[config.mk]
export PLATFORM = sky130hd
export DESIGN_NAME = csma_ca_transmit_sequencer_top
export DESIGN_NICKNAME = d
export VERILOG_FILES = /design/src/hdl/csma_pkg.sv /design/src/hdl/csma_ca_transmit_sequencer_top.sv /design/src/hdl/csma_mod_unit.sv /design/src/hdl/csma_seq.sv
export SDC_FILE = /design/constraint.sdc
export NUM_CORES = 1
export LEC_CHECK = 0
export ABC_CLOCK_PERIOD_IN_PS = 11000
export BUFFER_PORTS_ARGS = -buffer_cell sky130_fd_sc_hd__buf_2
export CAP_MARGIN = 20
export CELL_PAD_IN_SITES_DETAIL_PLACEMENT = 0
export CELL_PAD_IN_SITES_GLOBAL_PLACEMENT = 1
export CORE_MARGIN = 5
export CORE_UTILIZATION = 52
export DETAILED_ROUTE_END_ITERATION = 16
export GPL_TIMING_DRIVEN = 0
export PLACE_DENSITY_LB_ADDON = 0.1
export SLEW_MARGIN = 0
export SYNTH_ARGS = -nofsm -noshare
export SYNTH_HDL_FRONTEND = slang
export SYNTH_SLANG_ARGS = --single-unit
[constraint.sdc]
create_clock -name clk_i -period 11 [get_ports clk_i]
set_input_delay 2.2 -clock clk_i [delete_from_list [all_inputs] [get_ports clk_i]]
set_output_delay 2.2 -clock clk_i [all_outputs]
set_load 0.02 [all_outputs]
[src/hdl/csma_pkg.sv]
`timescale 1ns / 1ps
`default_nettype none
// ----------------------------------------------------------------------------
// CSMA/CA transmit sequencer package
// Shared widths, reset values, codes and interface structs of the sequencer,
// its serial modulo unit and the top level.
// ----------------------------------------------------------------------------
package csma_pkg;

  // Default values of the top-level parameters.
  localparam int unsigned QUEUE_DEPTH_DEF   = 16;
  localparam int unsigned MAX_EXP_DEF       = 10;
  localparam int unsigned COUNTER_WIDTH_DEF = 32;

  // Field and register widths.
  localparam int unsigned SLOT_W       = 8;
  localparam int unsigned FRAME_W      = 10;
  localparam int unsigned CW_MIN_W     = 10;
  localparam int unsigned CW_MAX_W     = 20;
  localparam int unsigned RND_W        = 31;
  localparam int unsigned RETRY_W      = 4;
  localparam int unsigned PHASE_W      = 3;
  localparam int unsigned FRAMES_OUT_W = 5;
  localparam int unsigned TOTAL_OUT_W  = 32;
  localparam int unsigned CFG_IDX_W    = 3;
  localparam int unsigned CFG_DATA_W   = 20;
  localparam int unsigned MOD_CNT_W    = $clog2(RND_W + 1);

  localparam logic [RETRY_W-1:0] RETRY_MAX = '1;

  // Register values after reset.
  localparam logic [SLOT_W-1:0]   DIFS_RST   = SLOT_W'(2);
  localparam logic [SLOT_W-1:0]   SIFS_RST   = SLOT_W'(1);
  localparam logic [SLOT_W-1:0]   ACK_RST    = SLOT_W'(2);
  localparam logic [FRAME_W-1:0]  FRAME_RST  = FRAME_W'(100);
  localparam logic [CW_MIN_W-1:0] CW_MIN_RST = CW_MIN_W'(4);
  localparam logic [CW_MAX_W-1:0] CW_MAX_RST = CW_MAX_W'(1024);

  // Channel phases as shown on the result word.
  typedef enum logic [PHASE_W-1:0] {
    PH_IDLE    = 3'd0,
    PH_DIFS    = 3'd1,
    PH_BACKOFF = 3'd2,
    PH_SEND    = 3'd3,
    PH_SIFS    = 3'd4,
    PH_ACK     = 3'd5
  } phase_e;

  // Configuration register indexes.
  typedef enum logic [CFG_IDX_W-1:0] {
    CFG_DIFS   = 3'd0,
    CFG_SIFS   = 3'd1,
    CFG_ACK    = 3'd2,
    CFG_FRAME  = 3'd3,
    CFG_CW_MIN = 3'd4,
    CFG_CW_MAX = 3'd5
  } cfg_idx_e;

  // Sequencer control states.
  typedef enum logic [2:0] {
    SEQ_IDLE,
    SEQ_WALK,
    SEQ_DRAW,
    SEQ_DRAW_WAIT,
    SEQ_DONE
  } seq_state_e;

  // Modulo unit states.
  typedef enum logic [1:0] {
    MOD_IDLE,
    MOD_RUN,
    MOD_FINISH
  } mod_state_e;

  typedef struct packed {
    logic [SLOT_W-1:0]   difs;
    logic [SLOT_W-1:0]   sifs;
    logic [SLOT_W-1:0]   ack;
    logic [FRAME_W-1:0]  frame;
    logic [CW_MIN_W-1:0] cw_min;
    logic [CW_MAX_W-1:0] cw_max;
  } cfg_t;

  typedef struct packed {
    logic                start;
    logic [RND_W-1:0]    dividend;
    logic [CW_MAX_W-1:0] divisor;
  } mod_req_t;

  typedef struct packed {
    logic                done;
    logic [CW_MAX_W-1:0] remainder;
  } mod_rsp_t;

  typedef struct packed {
    phase_e                  phase;
    logic [FRAMES_OUT_W-1:0] frames;
    logic                    overflow;
    logic [TOTAL_OUT_W-1:0]  success;
    logic [TOTAL_OUT_W-1:0]  collision;
  } res_t;

endpackage
`default_nettype wire

[src/hdl/csma_ca_transmit_sequencer_top.sv]
`timescale 1ns / 1ps
`default_nettype none
// ----------------------------------------------------------------------------
// CSMA/CA transmit sequencer, top level
// Configuration registers, phase sequencer, serial modulo unit and the
// registered result word.
// ----------------------------------------------------------------------------
// Each input word is one slot tick and gives exactly one result word. After a
// tick is taken, the phase walk moves through at most twelve phase steps, and
// every backoff draw at the end of an ACK wait runs in the bit-serial modulo
// unit, which reduces the 31-bit random word one bit per cycle; the result is
// then handed over, subject to any output stall. The input is stalled from
// acceptance until the result is placed in the output register, which then
// holds it while the next tick is already taken.
// Configuration registers may be written at any time the block is idle. Writes
// take effect at counter reloads in the walk, window limits at a backoff draw.
module csma_ca_transmit_sequencer_top #(
  parameter int unsigned QUEUE_DEPTH   = csma_pkg::QUEUE_DEPTH_DEF,
  parameter int unsigned MAX_EXPONENT  = csma_pkg::MAX_EXP_DEF,
  parameter int unsigned COUNTER_WIDTH = csma_pkg::COUNTER_WIDTH_DEF
) (
  input  logic                              clk_i,
  input  logic                              rst_ni,
  // Configuration write channel.
  input  logic                              cfg_valid_i,
  output logic                              cfg_ready_o,
  input  logic [csma_pkg::CFG_IDX_W-1:0]    cfg_index_i,
  input  logic [csma_pkg::CFG_DATA_W-1:0]   cfg_data_i,
  // Slot tick input.
  input  logic                              in_valid_i,
  output logic                              in_stall_o,
  input  logic                              frame_arrival_i,
  input  logic                              collision_seen_i,
  input  logic [csma_pkg::RND_W-1:0]        random_word_i,
  // Result output.
  output logic                              out_valid_o,
  input  logic                              out_stall_i,
  output logic [csma_pkg::PHASE_W-1:0]      phase_o,
  output logic [csma_pkg::FRAMES_OUT_W-1:0] frames_waiting_o,
  output logic                              queue_overflow_o,
  output logic [csma_pkg::TOTAL_OUT_W-1:0]  success_total_o,
  output logic [csma_pkg::TOTAL_OUT_W-1:0]  collision_total_o
);
  import csma_pkg::*;

  cfg_t     cfg_q, cfg_d;
  mod_req_t mod_req;
  mod_rsp_t mod_rsp;
  res_t     res;
  res_t     out_q;
  logic     out_valid_q, out_valid_d;
  logic     res_valid;
  logic     res_ready;

  // Configuration registers; writes to unknown indexes are dropped.
  assign cfg_ready_o = 1'b1;

  always_comb begin
    cfg_d = cfg_q;
    if (cfg_valid_i && cfg_ready_o) begin
      unique case (cfg_idx_e'(cfg_index_i))
        CFG_DIFS:   cfg_d.difs   = cfg_data_i[SLOT_W-1:0];
        CFG_SIFS:   cfg_d.sifs   = cfg_data_i[SLOT_W-1:0];
        CFG_ACK:    cfg_d.ack    = cfg_data_i[SLOT_W-1:0];
        CFG_FRAME:  cfg_d.frame  = cfg_data_i[FRAME_W-1:0];
        CFG_CW_MIN: cfg_d.cw_min = cfg_data_i[CW_MIN_W-1:0];
        CFG_CW_MAX: cfg_d.cw_max = cfg_data_i[CW_MAX_W-1:0];
        default:    cfg_d        = cfg_q;
      endcase
    end
  end

  always_ff @(posedge clk_i or negedge rst_ni) begin
    if (!rst_ni) begin
      cfg_q.difs   <= DIFS_RST;
      cfg_q.sifs   <= SIFS_RST;
      cfg_q.ack    <= ACK_RST;
      cfg_q.frame  <= FRAME_RST;
      cfg_q.cw_min <= CW_MIN_RST;
      cfg_q.cw_max <= CW_MAX_RST;
    end else begin
      cfg_q <= cfg_d;
    end
  end

  // Phase sequencer.
  csma_seq #(
    .QUEUE_DEPTH  (QUEUE_DEPTH),
    .MAX_EXPONENT (MAX_EXPONENT),
    .COUNTER_WIDTH(COUNTER_WIDTH)
  ) u_seq (
    .clk_i           (clk_i),
    .rst_ni          (rst_ni),
    .cfg_i           (cfg_q),
    .in_valid_i      (in_valid_i),
    .in_stall_o      (in_stall_o),
    .frame_arrival_i (frame_arrival_i),
    .collision_seen_i(collision_seen_i),
    .random_word_i   (random_word_i),
    .res_valid_o     (res_valid),
    .res_ready_i     (res_ready),
    .res_o           (res),
    .mod_req_o       (mod_req),
    .mod_rsp_i       (mod_rsp)
  );

  // Serial modulo unit for backoff draws.
  csma_mod_unit u_mod (
    .clk_i (clk_i),
    .rst_ni(rst_ni),
    .req_i (mod_req),
    .rsp_o (mod_rsp)
  );

  // Output register: free when empty or when its word leaves this cycle.
  assign res_ready = !out_valid_q || !out_stall_i;

  always_comb begin
    out_valid_d = out_valid_q;
    if (res_valid && res_ready) begin
      out_valid_d = 1'b1;
    end else if (out_valid_q && !out_stall_i) begin
      out_valid_d = 1'b0;
    end
  end

  always_ff @(posedge clk_i or negedge rst_ni) begin
    if (!rst_ni) begin
      out_valid_q <= 1'b0;
    end else begin
      out_valid_q <= out_valid_d;
    end
  end

  always_ff @(posedge clk_i) begin
    if (res_valid && res_ready) begin
      out_q <= res;
    end
  end

  assign out_valid_o       = out_valid_q;
  assign phase_o           = out_q.phase;
  assign frames_waiting_o  = out_q.frames;
  assign queue_overflow_o  = out_q.overflow;
  assign success_total_o   = out_q.success;
  assign collision_total_o = out_q.collision;

endmodule
`default_nettype wire

[src/hdl/csma_mod_unit.sv]
`timescale 1ns / 1ps
`default_nettype none
// ----------------------------------------------------------------------------
// CSMA serial modulo unit
// Restoring remainder of the random word by the contention window, one
// dividend bit per cycle. A zero divisor gives a zero remainder without a run.
// ----------------------------------------------------------------------------
module csma_mod_unit (
  input  logic               clk_i,
  input  logic               rst_ni,
  input  csma_pkg::mod_req_t req_i,
  output csma_pkg::mod_rsp_t rsp_o
);
  import csma_pkg::*;

  mod_state_e           state_q, state_d;
  logic [MOD_CNT_W-1:0] cnt_q, cnt_d;
  logic [RND_W-1:0]     src_q, src_d;
  logic [CW_MAX_W-1:0]  div_q, div_d;
  logic [CW_MAX_W-1:0]  rem_q, rem_d;
  logic [CW_MAX_W:0]    trial;
  logic [CW_MAX_W:0]    trial_diff;

  // Control state.
  always_ff @(posedge clk_i or negedge rst_ni) begin
    if (!rst_ni) begin
      state_q <= MOD_IDLE;
      cnt_q   <= '0;
    end else begin
      state_q <= state_d;
      cnt_q   <= cnt_d;
    end
  end

  // Datapath registers.
  always_ff @(posedge clk_i) begin
    src_q <= src_d;
    div_q <= div_d;
    rem_q <= rem_d;
  end

  // One restoring step: bring in the next dividend bit and subtract if it fits.
  assign trial      = {rem_q, src_q[RND_W-1]};
  assign trial_diff = trial - {1'b0, div_q};

  always_comb begin
    state_d = state_q;
    cnt_d   = cnt_q;
    src_d   = src_q;
    div_d   = div_q;
    rem_d   = rem_q;
    unique case (state_q)
      MOD_IDLE: begin
        if (req_i.start) begin
          src_d = req_i.dividend;
          div_d = req_i.divisor;
          rem_d = '0;
          cnt_d = MOD_CNT_W'(RND_W);
          if (req_i.divisor == '0) begin
            state_d = MOD_FINISH;
          end else begin
            state_d = MOD_RUN;
          end
        end
      end
      MOD_RUN: begin
        if (trial >= {1'b0, div_q}) begin
          rem_d = trial_diff[CW_MAX_W-1:0];
        end else begin
          rem_d = trial[CW_MAX_W-1:0];
        end
        src_d = {src_q[RND_W-2:0], 1'b0};
        cnt_d = cnt_q - 1'b1;
        if (cnt_q == MOD_CNT_W'(1)) begin
          state_d = MOD_FINISH;
        end
      end
      MOD_FINISH: begin
        state_d = MOD_IDLE;
      end
      default: begin
        state_d = MOD_IDLE;
      end
    endcase
  end

  assign rsp_o.done      = (state_q == MOD_FINISH);
  assign rsp_o.remainder = rem_q;

endmodule
`default_nettype wire

[src/hdl/csma_seq.sv]
`timescale 1ns / 1ps
`default_nettype none
// ----------------------------------------------------------------------------
// CSMA phase sequencer
// Holds the queue count, phase and wait counters. Per slot tick it walks the
// phases one step per cycle until a counter is decremented, the queue is empty
// or the ACK end recurs, pausing for the modulo unit's backoff draw at ACK end.
// ----------------------------------------------------------------------------
module csma_seq #(
  parameter int unsigned QUEUE_DEPTH   = csma_pkg::QUEUE_DEPTH_DEF,
  parameter int unsigned MAX_EXPONENT  = csma_pkg::MAX_EXP_DEF,
  parameter int unsigned COUNTER_WIDTH = csma_pkg::COUNTER_WIDTH_DEF
) (
  input  logic                       clk_i,
  input  logic                       rst_ni,
  input  csma_pkg::cfg_t             cfg_i,
  input  logic                       in_valid_i,
  output logic                       in_stall_o,
  input  logic                       frame_arrival_i,
  input  logic                       collision_seen_i,
  input  logic [csma_pkg::RND_W-1:0] random_word_i,
  output logic                       res_valid_o,
  input  logic                       res_ready_i,
  output csma_pkg::res_t             res_o,
  output csma_pkg::mod_req_t         mod_req_o,
  input  csma_pkg::mod_rsp_t         mod_rsp_i
);
  import csma_pkg::*;

  localparam int unsigned QCNT_W = $clog2(QUEUE_DEPTH + 1);
  localparam int unsigned EXP_W  = $clog2(MAX_EXPONENT + 1);
  localparam int unsigned K_W    = (EXP_W > RETRY_W) ? EXP_W : RETRY_W;
  localparam int unsigned WIN_W  = CW_MIN_W + MAX_EXPONENT;
  localparam int unsigned CMP_W  = (WIN_W > CW_MAX_W) ? WIN_W : CW_MAX_W;

  localparam logic [QCNT_W-1:0]        QUEUE_FULL = QCNT_W'(QUEUE_DEPTH);
  localparam logic [COUNTER_WIDTH-1:0] COUNT_MAX  = '1;
  localparam logic [K_W-1:0]           EXP_LIMIT  = K_W'(MAX_EXPONENT);

  seq_state_e               state_q, state_d;
  phase_e                   phase_q, phase_d;
  logic [QCNT_W-1:0]        queue_q, queue_d;
  logic [SLOT_W-1:0]        difs_q, difs_d;
  logic [SLOT_W-1:0]        sifs_q, sifs_d;
  logic [SLOT_W-1:0]        ack_q, ack_d;
  logic [FRAME_W-1:0]       frame_q, frame_d;
  logic [CW_MAX_W-1:0]      backoff_q, backoff_d;
  logic [RETRY_W-1:0]       retry_q, retry_d;
  logic                     pending_q, pending_d;
  logic                     acked_q, acked_d;
  logic                     draw_coll_q, draw_coll_d;
  logic                     overflow_q, overflow_d;
  logic [COUNTER_WIDTH-1:0] succ_q, succ_d;
  logic [COUNTER_WIDTH-1:0] coll_q, coll_d;
  logic [RND_W-1:0]         rnd_q, rnd_d;

  logic [K_W-1:0]      retry_ext;
  logic [K_W-1:0]      win_exp;
  logic [WIN_W-1:0]    win_shift;
  logic [WIN_W-1:0]    win_m1;
  logic [CMP_W-1:0]    win_cmp;
  logic [CW_MAX_W-1:0] coll_divisor;
  logic [CW_MAX_W-1:0] succ_divisor;

  // Control and counter state.
  always_ff @(posedge clk_i or negedge rst_ni) begin
    if (!rst_ni) begin
      state_q     <= SEQ_IDLE;
      phase_q     <= PH_IDLE;
      queue_q     <= '0;
      difs_q      <= DIFS_RST;
      sifs_q      <= SIFS_RST;
      ack_q       <= ACK_RST;
      frame_q     <= FRAME_RST;
      backoff_q   <= '0;
      retry_q     <= '0;
      pending_q   <= 1'b0;
      acked_q     <= 1'b0;
      draw_coll_q <= 1'b0;
      overflow_q  <= 1'b0;
      succ_q      <= '0;
      coll_q      <= '0;
    end else begin
      state_q     <= state_d;
      phase_q     <= phase_d;
      queue_q     <= queue_d;
      difs_q      <= difs_d;
      sifs_q      <= sifs_d;
      ack_q       <= ack_d;
      frame_q     <= frame_d;
      backoff_q   <= backoff_d;
      retry_q     <= retry_d;
      pending_q   <= pending_d;
      acked_q     <= acked_d;
      draw_coll_q <= draw_coll_d;
      overflow_q  <= overflow_d;
      succ_q      <= succ_d;
      coll_q      <= coll_d;
    end
  end

  // The random word of the current tick.
  always_ff @(posedge clk_i) begin
    rnd_q <= rnd_d;
  end

  // Backoff window. The retry count is already updated when this is used.
  assign retry_ext = K_W'(retry_q);
  assign win_exp   = (retry_ext > EXP_LIMIT) ? EXP_LIMIT : retry_ext;
  assign win_shift = WIN_W'(cfg_i.cw_min) << win_exp;
  assign win_m1    = (win_shift == '0) ? '0 : win_shift - 1'b1;
  assign win_cmp   = CMP_W'(win_m1);

  assign coll_divisor = (win_cmp > CMP_W'(cfg_i.cw_max)) ? cfg_i.cw_max
                                                         : CW_MAX_W'(win_m1);
  assign succ_divisor = (cfg_i.cw_min < CW_MIN_W'(2)) ? '0
                                                      : CW_MAX_W'(cfg_i.cw_min - 1'b1);

  // The modulo unit is started in the single draw state.
  assign mod_req_o.start    = (state_q == SEQ_DRAW);
  assign mod_req_o.dividend = rnd_q;
  assign mod_req_o.divisor  = draw_coll_q ? coll_divisor : succ_divisor;

  // Sequencer: tick intake, phase walk, backoff draw and result hand-off.
  always_comb begin
    state_d     = state_q;
    phase_d     = phase_q;
    queue_d     = queue_q;
    difs_d      = difs_q;
    sifs_d      = sifs_q;
    ack_d       = ack_q;
    frame_d     = frame_q;
    backoff_d   = backoff_q;
    retry_d     = retry_q;
    pending_d   = pending_q;
    acked_d     = acked_q;
    draw_coll_d = draw_coll_q;
    overflow_d  = overflow_q;
    succ_d      = succ_q;
    coll_d      = coll_q;
    rnd_d       = rnd_q;
    res_valid_o = 1'b0;

    unique case (state_q)
      SEQ_IDLE: begin
        if (in_valid_i) begin
          overflow_d = 1'b0;
          if (frame_arrival_i) begin
            if (queue_q < QUEUE_FULL) begin
              queue_d = queue_q + 1'b1;
            end else begin
              overflow_d = 1'b1;
            end
          end
          if (collision_seen_i) begin
            pending_d = 1'b1;
          end
          rnd_d   = random_word_i;
          acked_d = 1'b0;
          state_d = SEQ_WALK;
        end
      end

      SEQ_WALK: begin
        unique case (phase_q)
          PH_DIFS: begin
            if (difs_q != '0) begin
              difs_d  = difs_q - 1'b1;
              state_d = SEQ_DONE;
            end else begin
              phase_d = PH_BACKOFF;
            end
          end
          PH_BACKOFF: begin
            if (backoff_q != '0) begin
              backoff_d = backoff_q - 1'b1;
              state_d   = SEQ_DONE;
            end else begin
              frame_d = cfg_i.frame;
              phase_d = PH_SEND;
            end
          end
          PH_SEND: begin
            if (frame_q != '0) begin
              frame_d = frame_q - 1'b1;
              state_d = SEQ_DONE;
            end else begin
              phase_d = PH_SIFS;
            end
          end
          PH_SIFS: begin
            if (sifs_q != '0) begin
              sifs_d  = sifs_q - 1'b1;
              state_d = SEQ_DONE;
            end else begin
              phase_d = PH_ACK;
            end
          end
          PH_ACK: begin
            if (ack_q != '0) begin
              ack_d   = ack_q - 1'b1;
              state_d = SEQ_DONE;
            end else if (acked_q) begin
              // Only one ACK end is taken per tick.
              state_d = SEQ_DONE;
            end else begin
              acked_d = 1'b1;
              if (pending_q) begin
                if (coll_q != COUNT_MAX) begin
                  coll_d = coll_q + 1'b1;
                end
                if (retry_q != RETRY_MAX) begin
                  retry_d = retry_q + 1'b1;
                end
                draw_coll_d = 1'b1;
              end else begin
                retry_d = '0;
                if (queue_q != '0) begin
                  queue_d = queue_q - 1'b1;
                end
                if (succ_q != COUNT_MAX) begin
                  succ_d = succ_q + 1'b1;
                end
                draw_coll_d = 1'b0;
              end
              difs_d    = cfg_i.difs;
              sifs_d    = cfg_i.sifs;
              ack_d     = cfg_i.ack;
              frame_d   = cfg_i.frame;
              pending_d = 1'b0;
              phase_d   = PH_IDLE;
              state_d   = SEQ_DRAW;
            end
          end
          default: begin
            if (queue_q != '0) begin
              phase_d = PH_DIFS;
            end else begin
              phase_d = PH_IDLE;
              state_d = SEQ_DONE;
            end
          end
        endcase
      end

      SEQ_DRAW: begin
        state_d = SEQ_DRAW_WAIT;
      end

      SEQ_DRAW_WAIT: begin
        if (mod_rsp_i.done) begin
          backoff_d = mod_rsp_i.remainder;
          state_d   = SEQ_WALK;
        end
      end

      SEQ_DONE: begin
        res_valid_o = 1'b1;
        if (res_ready_i) begin
          state_d = SEQ_IDLE;
        end
      end

      default: begin
        state_d = SEQ_IDLE;
      end
    endcase
  end

  assign in_stall_o = (state_q != SEQ_IDLE);

  // Result word of the finished tick.
  assign res_o.phase     = phase_q;
  assign res_o.frames    = FRAMES_OUT_W'(queue_q);
  assign res_o.overflow  = overflow_q;
  assign res_o.success   = TOTAL_OUT_W'(succ_q);
  assign res_o.collision = TOTAL_OUT_W'(coll_q);

`ifndef SYNTHESIS
  // The queue never holds more frames than its depth.
  assert property (@(posedge clk_i) disable iff (!rst_ni) queue_q <= QUEUE_FULL)
    else $error("csma_seq: queue count above depth");

  // A tick that ends in idle does so only with an empty queue.
  assert property (@(posedge clk_i) disable iff (!rst_ni)
    (state_q == SEQ_DONE && phase_q == PH_IDLE) |-> queue_q == '0)
    else $error("csma_seq: tick ended idle with frames queued");

  // The modulo unit answers only while the sequencer waits for it.
  assert property (@(posedge clk_i) disable iff (!rst_ni)
    mod_rsp_i.done |-> state_q == SEQ_DRAW_WAIT)
    else $error("csma_seq: unexpected modulo result");

  // A drawn backoff lies below its window.
  assert property (@(posedge clk_i) disable iff (!rst_ni)
    (mod_rsp_i.done && mod_req_o.divisor != '0) |->
      mod_rsp_i.remainder < mod_req_o.divisor)
    else $error("csma_seq: backoff not below window");

  // An ACK end is only taken during the phase walk.
  assert property (@(posedge clk_i) disable iff (!rst_ni)
    $rose(acked_q) |-> $past(state_q) == SEQ_WALK)
    else $error("csma_seq: ACK end outside the phase walk");
`endif

endmodule
`default_nettype wire
# Word level (Yosys, flattened, before mapping)
# Index checks and enable logic that the tools add are counted.
# op_classes
add_sub_neg	14
n_mul	0
div	0
n_lt_le_gt_ge	5
eq_ne	51
shift	1
muxes	82
bitwise_logic	3
n_reduce_logical	48
# ops
op	n
2-to-1 mux 20 bit	9
one-hot mux 20 bit (2 select lines)	2
adder 32 x 1 -> 32 bit, second input constant	2
2-to-1 mux 8 bit	8
!= test 32 bit, second input constant	2
one-hot mux 31 bit (2 select lines)	1
2-to-1 mux 3 bit	16
2-to-1 mux 5 bit	9
one-hot mux 3 bit (5 select lines)	3
logical NOT 20 bit	2
2-to-1 mux 10 bit	4
subtractor 20 x 1 -> 20 bit, second input constant	2
!= test 2 bit, second input constant	17
one-hot mux 8 bit (2 select lines)	2
2-to-1 mux 31 bit	1
one-hot mux 10 bit (3 select lines)	1
AND reduction 6 bit	4
nonzero test 8 bit	3
subtractor 8 x 1 -> 8 bit, second input constant	3
>= comparator 21 x 20 -> 1 bit	1
greater-than comparator 20 bit	1
one-hot mux 5 bit (2 select lines)	2
AND reduction 2 bit	10
nonzero test 20 bit	1
other kinds (41)	98
# word_totals
register_bits	384
latch_bits	0
mem_bits_rw	0
rom_bits	0
inputBits	61
out_inout_bits	76
word_cells	237
memories	0

# Depth between registers and ports, before layout
# Gate-level depths: netlist of the first run.
# logic_depth
depth_word	12
ltp_mapped	29
depth_no_buf	25

# Modules after synthesis
# A second synthesis of the first run with hierarchy kept.
# unflattened
hier_cells	1865
area_unflattened_um2	19769.0
# by_module_without_submodules
module	n_inst	cells_per_inst	area_each_um2	seq_area_each_um2
csma_seq	1	1202	10707.8	4366.7
csma_ca_transmit_sequencer_top	1	219	4683.2	3828.7
csma_mod_unit	1	444	4377.9	2307.2

# Least setup slack after synthesis of the first run
# Ideal clock, no wire load.
# synth_path
kind	reg2reg
from	register u_seq.retry_q[0] (netlist: u_seq.retry_ext[0])
to	register u_mod.state_q[1]
setup_time_ps	76
arrival_ps	6415
t_required_ps	10924
slack_ps	4509
stages_incl_launch_ff	30
n_path_buf	5
synth_period_minus_slack_ps	6491
cell_sequence	dfrtp_1 > buf_2 > inv_1 > ha_1 > and3b_1 > buf_2 > nor2_4 > o21ai_0 > nand2_1 > ha_1 > o221ai_2 > a2111oi_4 > nand4_4 > nor3_2 > clkbuf_1 > nor2_1 > ha_1 > o21ai_0 > a21oi_1 > a221o_1 > a2111o_1 > and3_1 > clkbuf_1 > clkbuf_1 > nand2_1 > o221ai_1 > a211o_1 > or4_1 > nor4_2 > o221a_1
# synth_lines
element	line	rtl
start: declaration	csma_seq.sv:48	logic [RETRY_W-1:0] retry_q, retry_d;
start signal: assignment	csma_seq.sv:92	retry_q <= retry_d;
end signal: assignment	csma_mod_unit.sv:30	state_q <= state_d;
end: declaration	csma_mod_unit.sv:16	mod_state_e state_q, state_d;

==> metrics.cfg, run 1 <==
[outcome]
status = finished, final reports clean

[power_and_ir_drop]
power.leakage_nw = 9.48
peakVddDrop_uv = 124
p_per_area_nw_per_um2 = 239
power_mw = 5.36

[global_route]
grt_max_degree = 116
grt_pass1_vias = 14300
gr-total-overflow = 0
globalRouteTotalUtil = 0.229
grt_pass1_wl_um = 76800
grt_antenna_before_repair = 1

[clock_tree]
cts_root_buf = clkbuf_16
cts_tree = built
cts.path.max_buffers = 3
htree_num_levels = 2
ctsHoldBuffers = 0
ctsResizeCount = 0
cts_buffers = 41
cts.sinks = 384
path_clk_slew_ns = 0.07
clk_latency_ns = 0.57
cts_setup_buffers = 0

[timing]
max_freq_mhz = 123
fin_skew_ns = 0.0150
slew_violations = 0
period_minus_slack_ns = 8.10
fin_setup_tns_ns = 0
rsz0062_at_grt = false
worst_pin_slew_ns = 0.931
finalHoldViolCount = 0
post-route-period-util = 0.736
max_slew_margin = 0.376
setup_viol = 0

[layout]
instances_no_fill = 2582
n_antenna_cell = 0
area_delta_synth_final_pct = 14.3
fill_cells = 3209
nNetsFinal = 2161
drive_gt1_frac = 0.167

[yosys]
ys.flop_type = dfrtp_1
synth_area_leaders = edfxtp_1 (27%), dfrtp_1 (25%), nand2_1 (4.3%), mux2_2 (4.1%), ha_1 (3.8%)
synth_cells = 1853
synth_top_area_frac = 0.268
synthMuxAreaShare = 0.0636
synth_seq_area_share = 0.536
synth-xor-area-share = 0.0460
post-synth-top-count-cell = nand2_1
yosys.area_share.simple = 0.156
synth_top_area_cell = edfxtp_1
synth_seq_cells = 384
syn_nets = 1975
synth_warnings = 0
synthAdderAreaFrac = 0.0397
netlist_area_um2 = 19600
synth_compound_area_frac = 0.126
yosysUniqueCellTypes = 93
synth_top_family_by_area = simple AND/OR/NAND/NOR gates
synth_edf_count = 175
synthTopCellsByCount = nand2_1 (223), dfrtp_1 (195), edfxtp_1 (175)
ys_async_sr_fraction = 0.544
syn-mean-instance-area_um2 = 10.6

[die]
die_w_um = 204
io-pin-count = 137
die_h_um = 204
die_area_um2 = 41700
coreArea_um2 = 37400
num_rows = 71
start_util = 0.524

[worst_setup_path]
cp.arrival_ns = 8.61
ff2ff_path_depth = 28
rrSetupSlack_ns = 2.90
critPathSlowestCell = dfrtp_1
cpLargestDelayFamily = simple AND/OR/NAND/NOR gates
crit_required_ns = 11.51
cp_max_fo = 10
path_buf_inv = 5
crit_type = register to register
start_kind = register
worstReg2RegEnd = u_mod.state_q[1]$_DFFE_PN0P_
cpPeakStageDelay_ns = 0.57
timing.rr.start = u_seq.retry_ext[0]$_DFFE_PN0P_
worstSetupEndpointType = register

[placement]
dp.cells = 2505
numPortBuffers = 135
dp_hpwl_um = 35000
gp_congestion = 0.918

[hold_path]
hp-class = register to register
worstHoldStart = u_seq.phase_q[2]$_DFFE_PN0P_
worst_hold_path.endpoint = phase_o[2]$_DFFE_PP_
whs_path_depth = 0

[drt]
via_per_inst = 5.66
final_antenna_net_count = 0
dr_total_vias = 14600
first_iter_violations = 845
wl_um = 47400
dr.pass1.iters = 6
drc = 0
routedWlPerCell_um = 18.3

[job]
drv_cap = 0

==> where the power goes <==
part | total [mW] | internal [mW] | switching (mW)
Sequential | 2.15 | 1.92 | 0.230
Clock | 1.34 | 0.767 | 0.574
Combinational | 1.87 | 0.693 | 1.18
Total | 5.36 | 3.38 | 1.98
==> metrics by stage <==
step	utilization	hold slack (ns)	instance area, um^2	setup slack (ns)
2_1_floorplan	-	0.423	19600	4.51
3_3_place_gp	0.559	0.432	20900	3.05
3_5_place_dp	0.563	0.433	21100	3.03
4_1_cts	0.599	0.435	22400	3.00
5_1_grt	0.599	0.462	22400	2.39
6_report	0.599	0.434	22400	2.90
==> sequential cells by signal, indices dropped and copies added, names as in the netlist, 10 cells and up <==
signal and cells:
success_total_o 32, u_mod.rem_q 20, u_seq.coll_q 32, u_seq.rnd_q 31, u_seq.succ_q 32, u_mod.src_q 31
cfg_q 64, collision_total_o 32, u_mod.div_q 20, u_seq.frame_q 10, u_seq.backoff_q 20
==> logic make-up after synthesis <==
logic type | count (synthesis)
adders and majority gates | 61
AOI/OAI and AO/OA | 388
muxes | 111
xor gates and xnor gates | 103
and+or+nand+nor | 640
DFF | 384
buffers and inverters | 165
other | 1
==> cell usage in the layout, fill, tap and decap left out, types with 6 or more instances in the layout <==
master,instances
clkbuf_1,71
a21o_1,18
clkbuf_16,41
clkbuf_8,7
a211oi_1,13
and3_1,10
o22ai_1,13
mux2_2,72
edfxtp_1,175
nor2b_1,17
or3_1,10
and2_1,8
nand4_1,21
ha_1,59
nor3_1,47
nand2b_1,17
nand3_1,53
a31oi_1,18
or4_1,7
xnor2_1,71
a22oi_1,15
clkinv_2,8
dfrtp_1,195
xor2_1,32
inv_1,90
a21oi_1,101
dfstp_2,14
o221ai_1,6
buf_2,142
o211ai_1,6
nor2_1,156
or2_2,15
nor4_1,16
nor3b_1,6
mux2i_1,33
o21ai_0,125
o31ai_1,9
nand2_1,223
==> routing by layer <==
| layer | up-vias | share of wire | global-route usage |
|---|---|---|---|
| met5 | - | 0 | 0 |
| met4 | 0 | 0.023 | 0.0593 |
| met3 | 69 | 0.049 | 0.0401 |
| met2 | 358 | 0.48 | 0.372 |
| met1 | 7140 | 0.45 | 0.322 |
| li1 | 7053 | - | - |
==> cell type report <==
type | instances | area [um^2] | share of cell area
Clock inverter | 17 | 159 | 0.00709
Multi-Input combinational cell | 1304 | 8480 | 0.379
Buffer | 74 | 299 | 0.0133
Sequential cell | 384 | 10500 | 0.469
Timing Repair Buffer | 143 | 815 | 0.0364
Tap cell | 511 | 639 | 0.0285
Clock buffer | 58 | 1160 | 0.0518
Inverter | 91 | 342 | 0.0152
==> how the worst max path moves through the flow <==
stage	startpoint	end	slack (ns)	cells after the start
floorplan	u_seq.retry_ext[0]$_DFFE_PN0P_	u_mod.state_q[1]$_DFFE_PN0P_	4.51	29
finish	u_seq.retry_ext[0]$_DFFE_PN0P_	u_mod.state_q[1]$_DFFE_PN0P_	2.90	28
global placement	u_seq.retry_ext[0]$_DFFE_PN0P_	u_mod.state_q[1]$_DFFE_PN0P_	3.05	29
global route	u_seq.retry_ext[0]$_DFFE_PN0P_	u_mod.state_q[1]$_DFFE_PN0P_	2.39	28
CTS	u_seq.retry_ext[0]$_DFFE_PN0P_	u_mod.state_q[1]$_DFFE_PN0P_	3.00	29
detailed placement	u_seq.retry_ext[0]$_DFFE_PN0P_	u_mod.state_q[1]$_DFFE_PN0P_	3.03	29
Power figures use the tool's default switching activity.
==> run 2: changes to the inputs <==
- ABC_CLOCK_PERIOD_IN_PS: 11000 -> 6900
- CORE_UTILIZATION: 52 -> 44
- clock period: 11 -> 6.9 ns (I/O delays scaled with it)
==> metrics.cfg, run 2 (same netlist as run 1, synthesis figures left out) <==
[die]
io-pin-count = 137
die_h_um = 221
die_area_um2 = 48900
num_rows = 77
die_w_um = 221
coreArea_um2 = 44100
start_util = 0.444

[layout]
largest_reg_flops = 64
area_delta_synth_final_pct = 17.2
top_register = cfg_q
instances_no_fill = 2687
drive_gt1_frac = 0.188
final_common_cell = nand2_1
layout_common_cells = nand2_1 (221), dfrtp_1 (194), edfxtp_1 (175)
nNetsFinal = 2181

[power_and_ir_drop]
power.leakage_nw = 9.68
power_mw = 8.91
peakVddDrop_uv = 202
p_per_area_nw_per_um2 = 388

[global_route]
gr-total-overflow = 0
globalRouteTotalUtil = 0.200
grt_antenna_before_repair = 1
grt_pass1_wl_um = 80100
grt_max_degree = 108
grt_pass1_vias = 14400

[timing]
setup_viol = 0
max_slew_margin = 0.334
max_freq_mhz = 150
rsz0062_at_grt = false
period_minus_slack_ns = 6.65
worst_pin_slew_ns = 0.991
post-route-period-util = 0.964
finalHoldViolCount = 0
slew_violations = 0
fin_skew_ns = 0.0284

[worst_setup_path]
crit_required_ns = 7.41
cpMostUsedCell = nor4_4
start_kind = register
worstSetupEndpointType = register
cp.arrival_ns = 7.16
cp_max_fo = 9
cpPeakStageDelay_ns = 0.58
critPathSlowestCell = mux2i_1
crit_type = register to register
crit_chain = a21o_1, buf_6, mux2i_1, nand3_1, o31a_1, o41a_1, or2_2, nor2b_1, xor2_1, nor2_1, ha_1, nand4_1, nor4_4, a21boi_2, a2111o_1, nand2_2, o311ai_4, o221ai_2, or4_1, or4_4, nor4_4, o221a_1

[placement]
numPortBuffers = 135
dp.cells = 2587
gp_congestion = 0.892
dp_hpwl_um = 36700

[drt]
via_per_inst = 5.49
wl_um = 50500
routedWlPerCell_um = 18.8
drc = 0
final_antenna_net_count = 0
dr.pass1.iters = 5
first_iter_violations = 926
dr_total_vias = 14800

[clock_tree]
cts_buffers = 44
ctsHoldBuffers = 0
path_clk_slew_ns = 0.06
htree_num_levels = 2
cts_tree = built
cts_root_buf = clkbuf_16
clk_latency_ns = 0.59
cts.path.max_buffers = 3
cts.sinks = 384

[hold_path]
hp-class = register to register

[job]
drv_cap = 0

[outcome]
status = finished, final reports clean

==> run 2: critical path, delay by kind of cell (launching register included) <==
kind | cells | cell delay, ns
multiplexers | 1 | 0.58
AND/OR/NAND/NOR | 10 | 2.72
flip-flops | 1 | 0.49
AO/OA/AOI/OAI | 8 | 2.07
XOR/XNOR | 1 | 0.25
buffers and inverters | 1 | 0.15
adder cells (fa/ha/maj) | 1 | 0.30
==> run 2: final cells by class <==
| class | instances | area (um^2) |
|---|---|---|
| Fill cell | 4043 | 21200 |
| Sequential cell | 384 | 10500 |
| Multi-Input combinational cell | 1305 | 8640 |
| Clock buffer | 66 | 1280 |
| Timing Repair Buffer | 161 | 946 |
| Tap cell | 592 | 741 |
| Inverter | 91 | 342 |
| Buffer | 72 | 319 |
| Clock inverter | 15 | 194 |
| Antenna cell | 1 | 2.50 |
==> run 2: routing by layer <==
metal / track usage / share of wire
met1: 0.279 / 0.46
met2: 0.327 / 0.47
met3: 0.0353 / 0.043
met4: 0.0546 / 0.026
met5: 0 / 0
==> run 2: metrics by stage <==
stage	setup WS (ns)	hold slack (ns)	util	setup TNS [ns]	instance area (um^2)
2_1_floorplan	0.409	0.423	-	0	19600
3_3_place_gp	-1.22	0.434	0.476	-6.17	21000
3_5_place_dp	-1.29	0.438	0.480	-4.18	21200
4_1_cts	0.0227	0.425	0.516	0	22800
5_1_grt	0.00757	0.434	0.521	0	23000
6_report	0.247	0.427	0.521	0	23000
==> run 2: timing repair <==
| action | CTS | global route |
|---|---|---|
| resized for setup | 23 | 23 |
| pin swaps | 6 | 12 |
| endpoints found under the setup margin | 11 | 2 |
| gates cloned | 0 | 1 |
| setup buffers | 7 | 11 |
==> run 2: worst paths after layout <==
kind | start | endpoint | slack [ns] | cells after the start
max | u_seq.retry_ext[2]$_DFFE_PN0P_ | u_mod.state_q[1]$_DFFE_PN0P_ | 0.25 | 22
max in group asynchronous | rst_ni | u_seq.coll_q[21]$_DFFE_PN0P_ | 5.03 | 2
min reg2reg | u_seq.phase_q[0]$_DFFE_PN0P_ | phase_o[0]$_DFFE_PP_ | 0.43 | 0
min | u_seq.phase_q[0]$_DFFE_PN0P_ | phase_o[0]$_DFFE_PP_ | 0.43 | 0
max reg2reg | u_seq.retry_ext[2]$_DFFE_PN0P_ | u_mod.state_q[1]$_DFFE_PN0P_ | 0.25 | 22
min in group asynchronous | rst_ni | cfg_q[51]$_DFFE_PN0P_ | 0.85 | 1
==> run 2: power by group <==
part           leakage (nW)  internal (mW)  switching [mW]
clock network         0.711           1.40           0.954
registers              4.33           3.06           0.377
logic                  4.64           1.18            1.95
total                  9.68           5.63            3.28
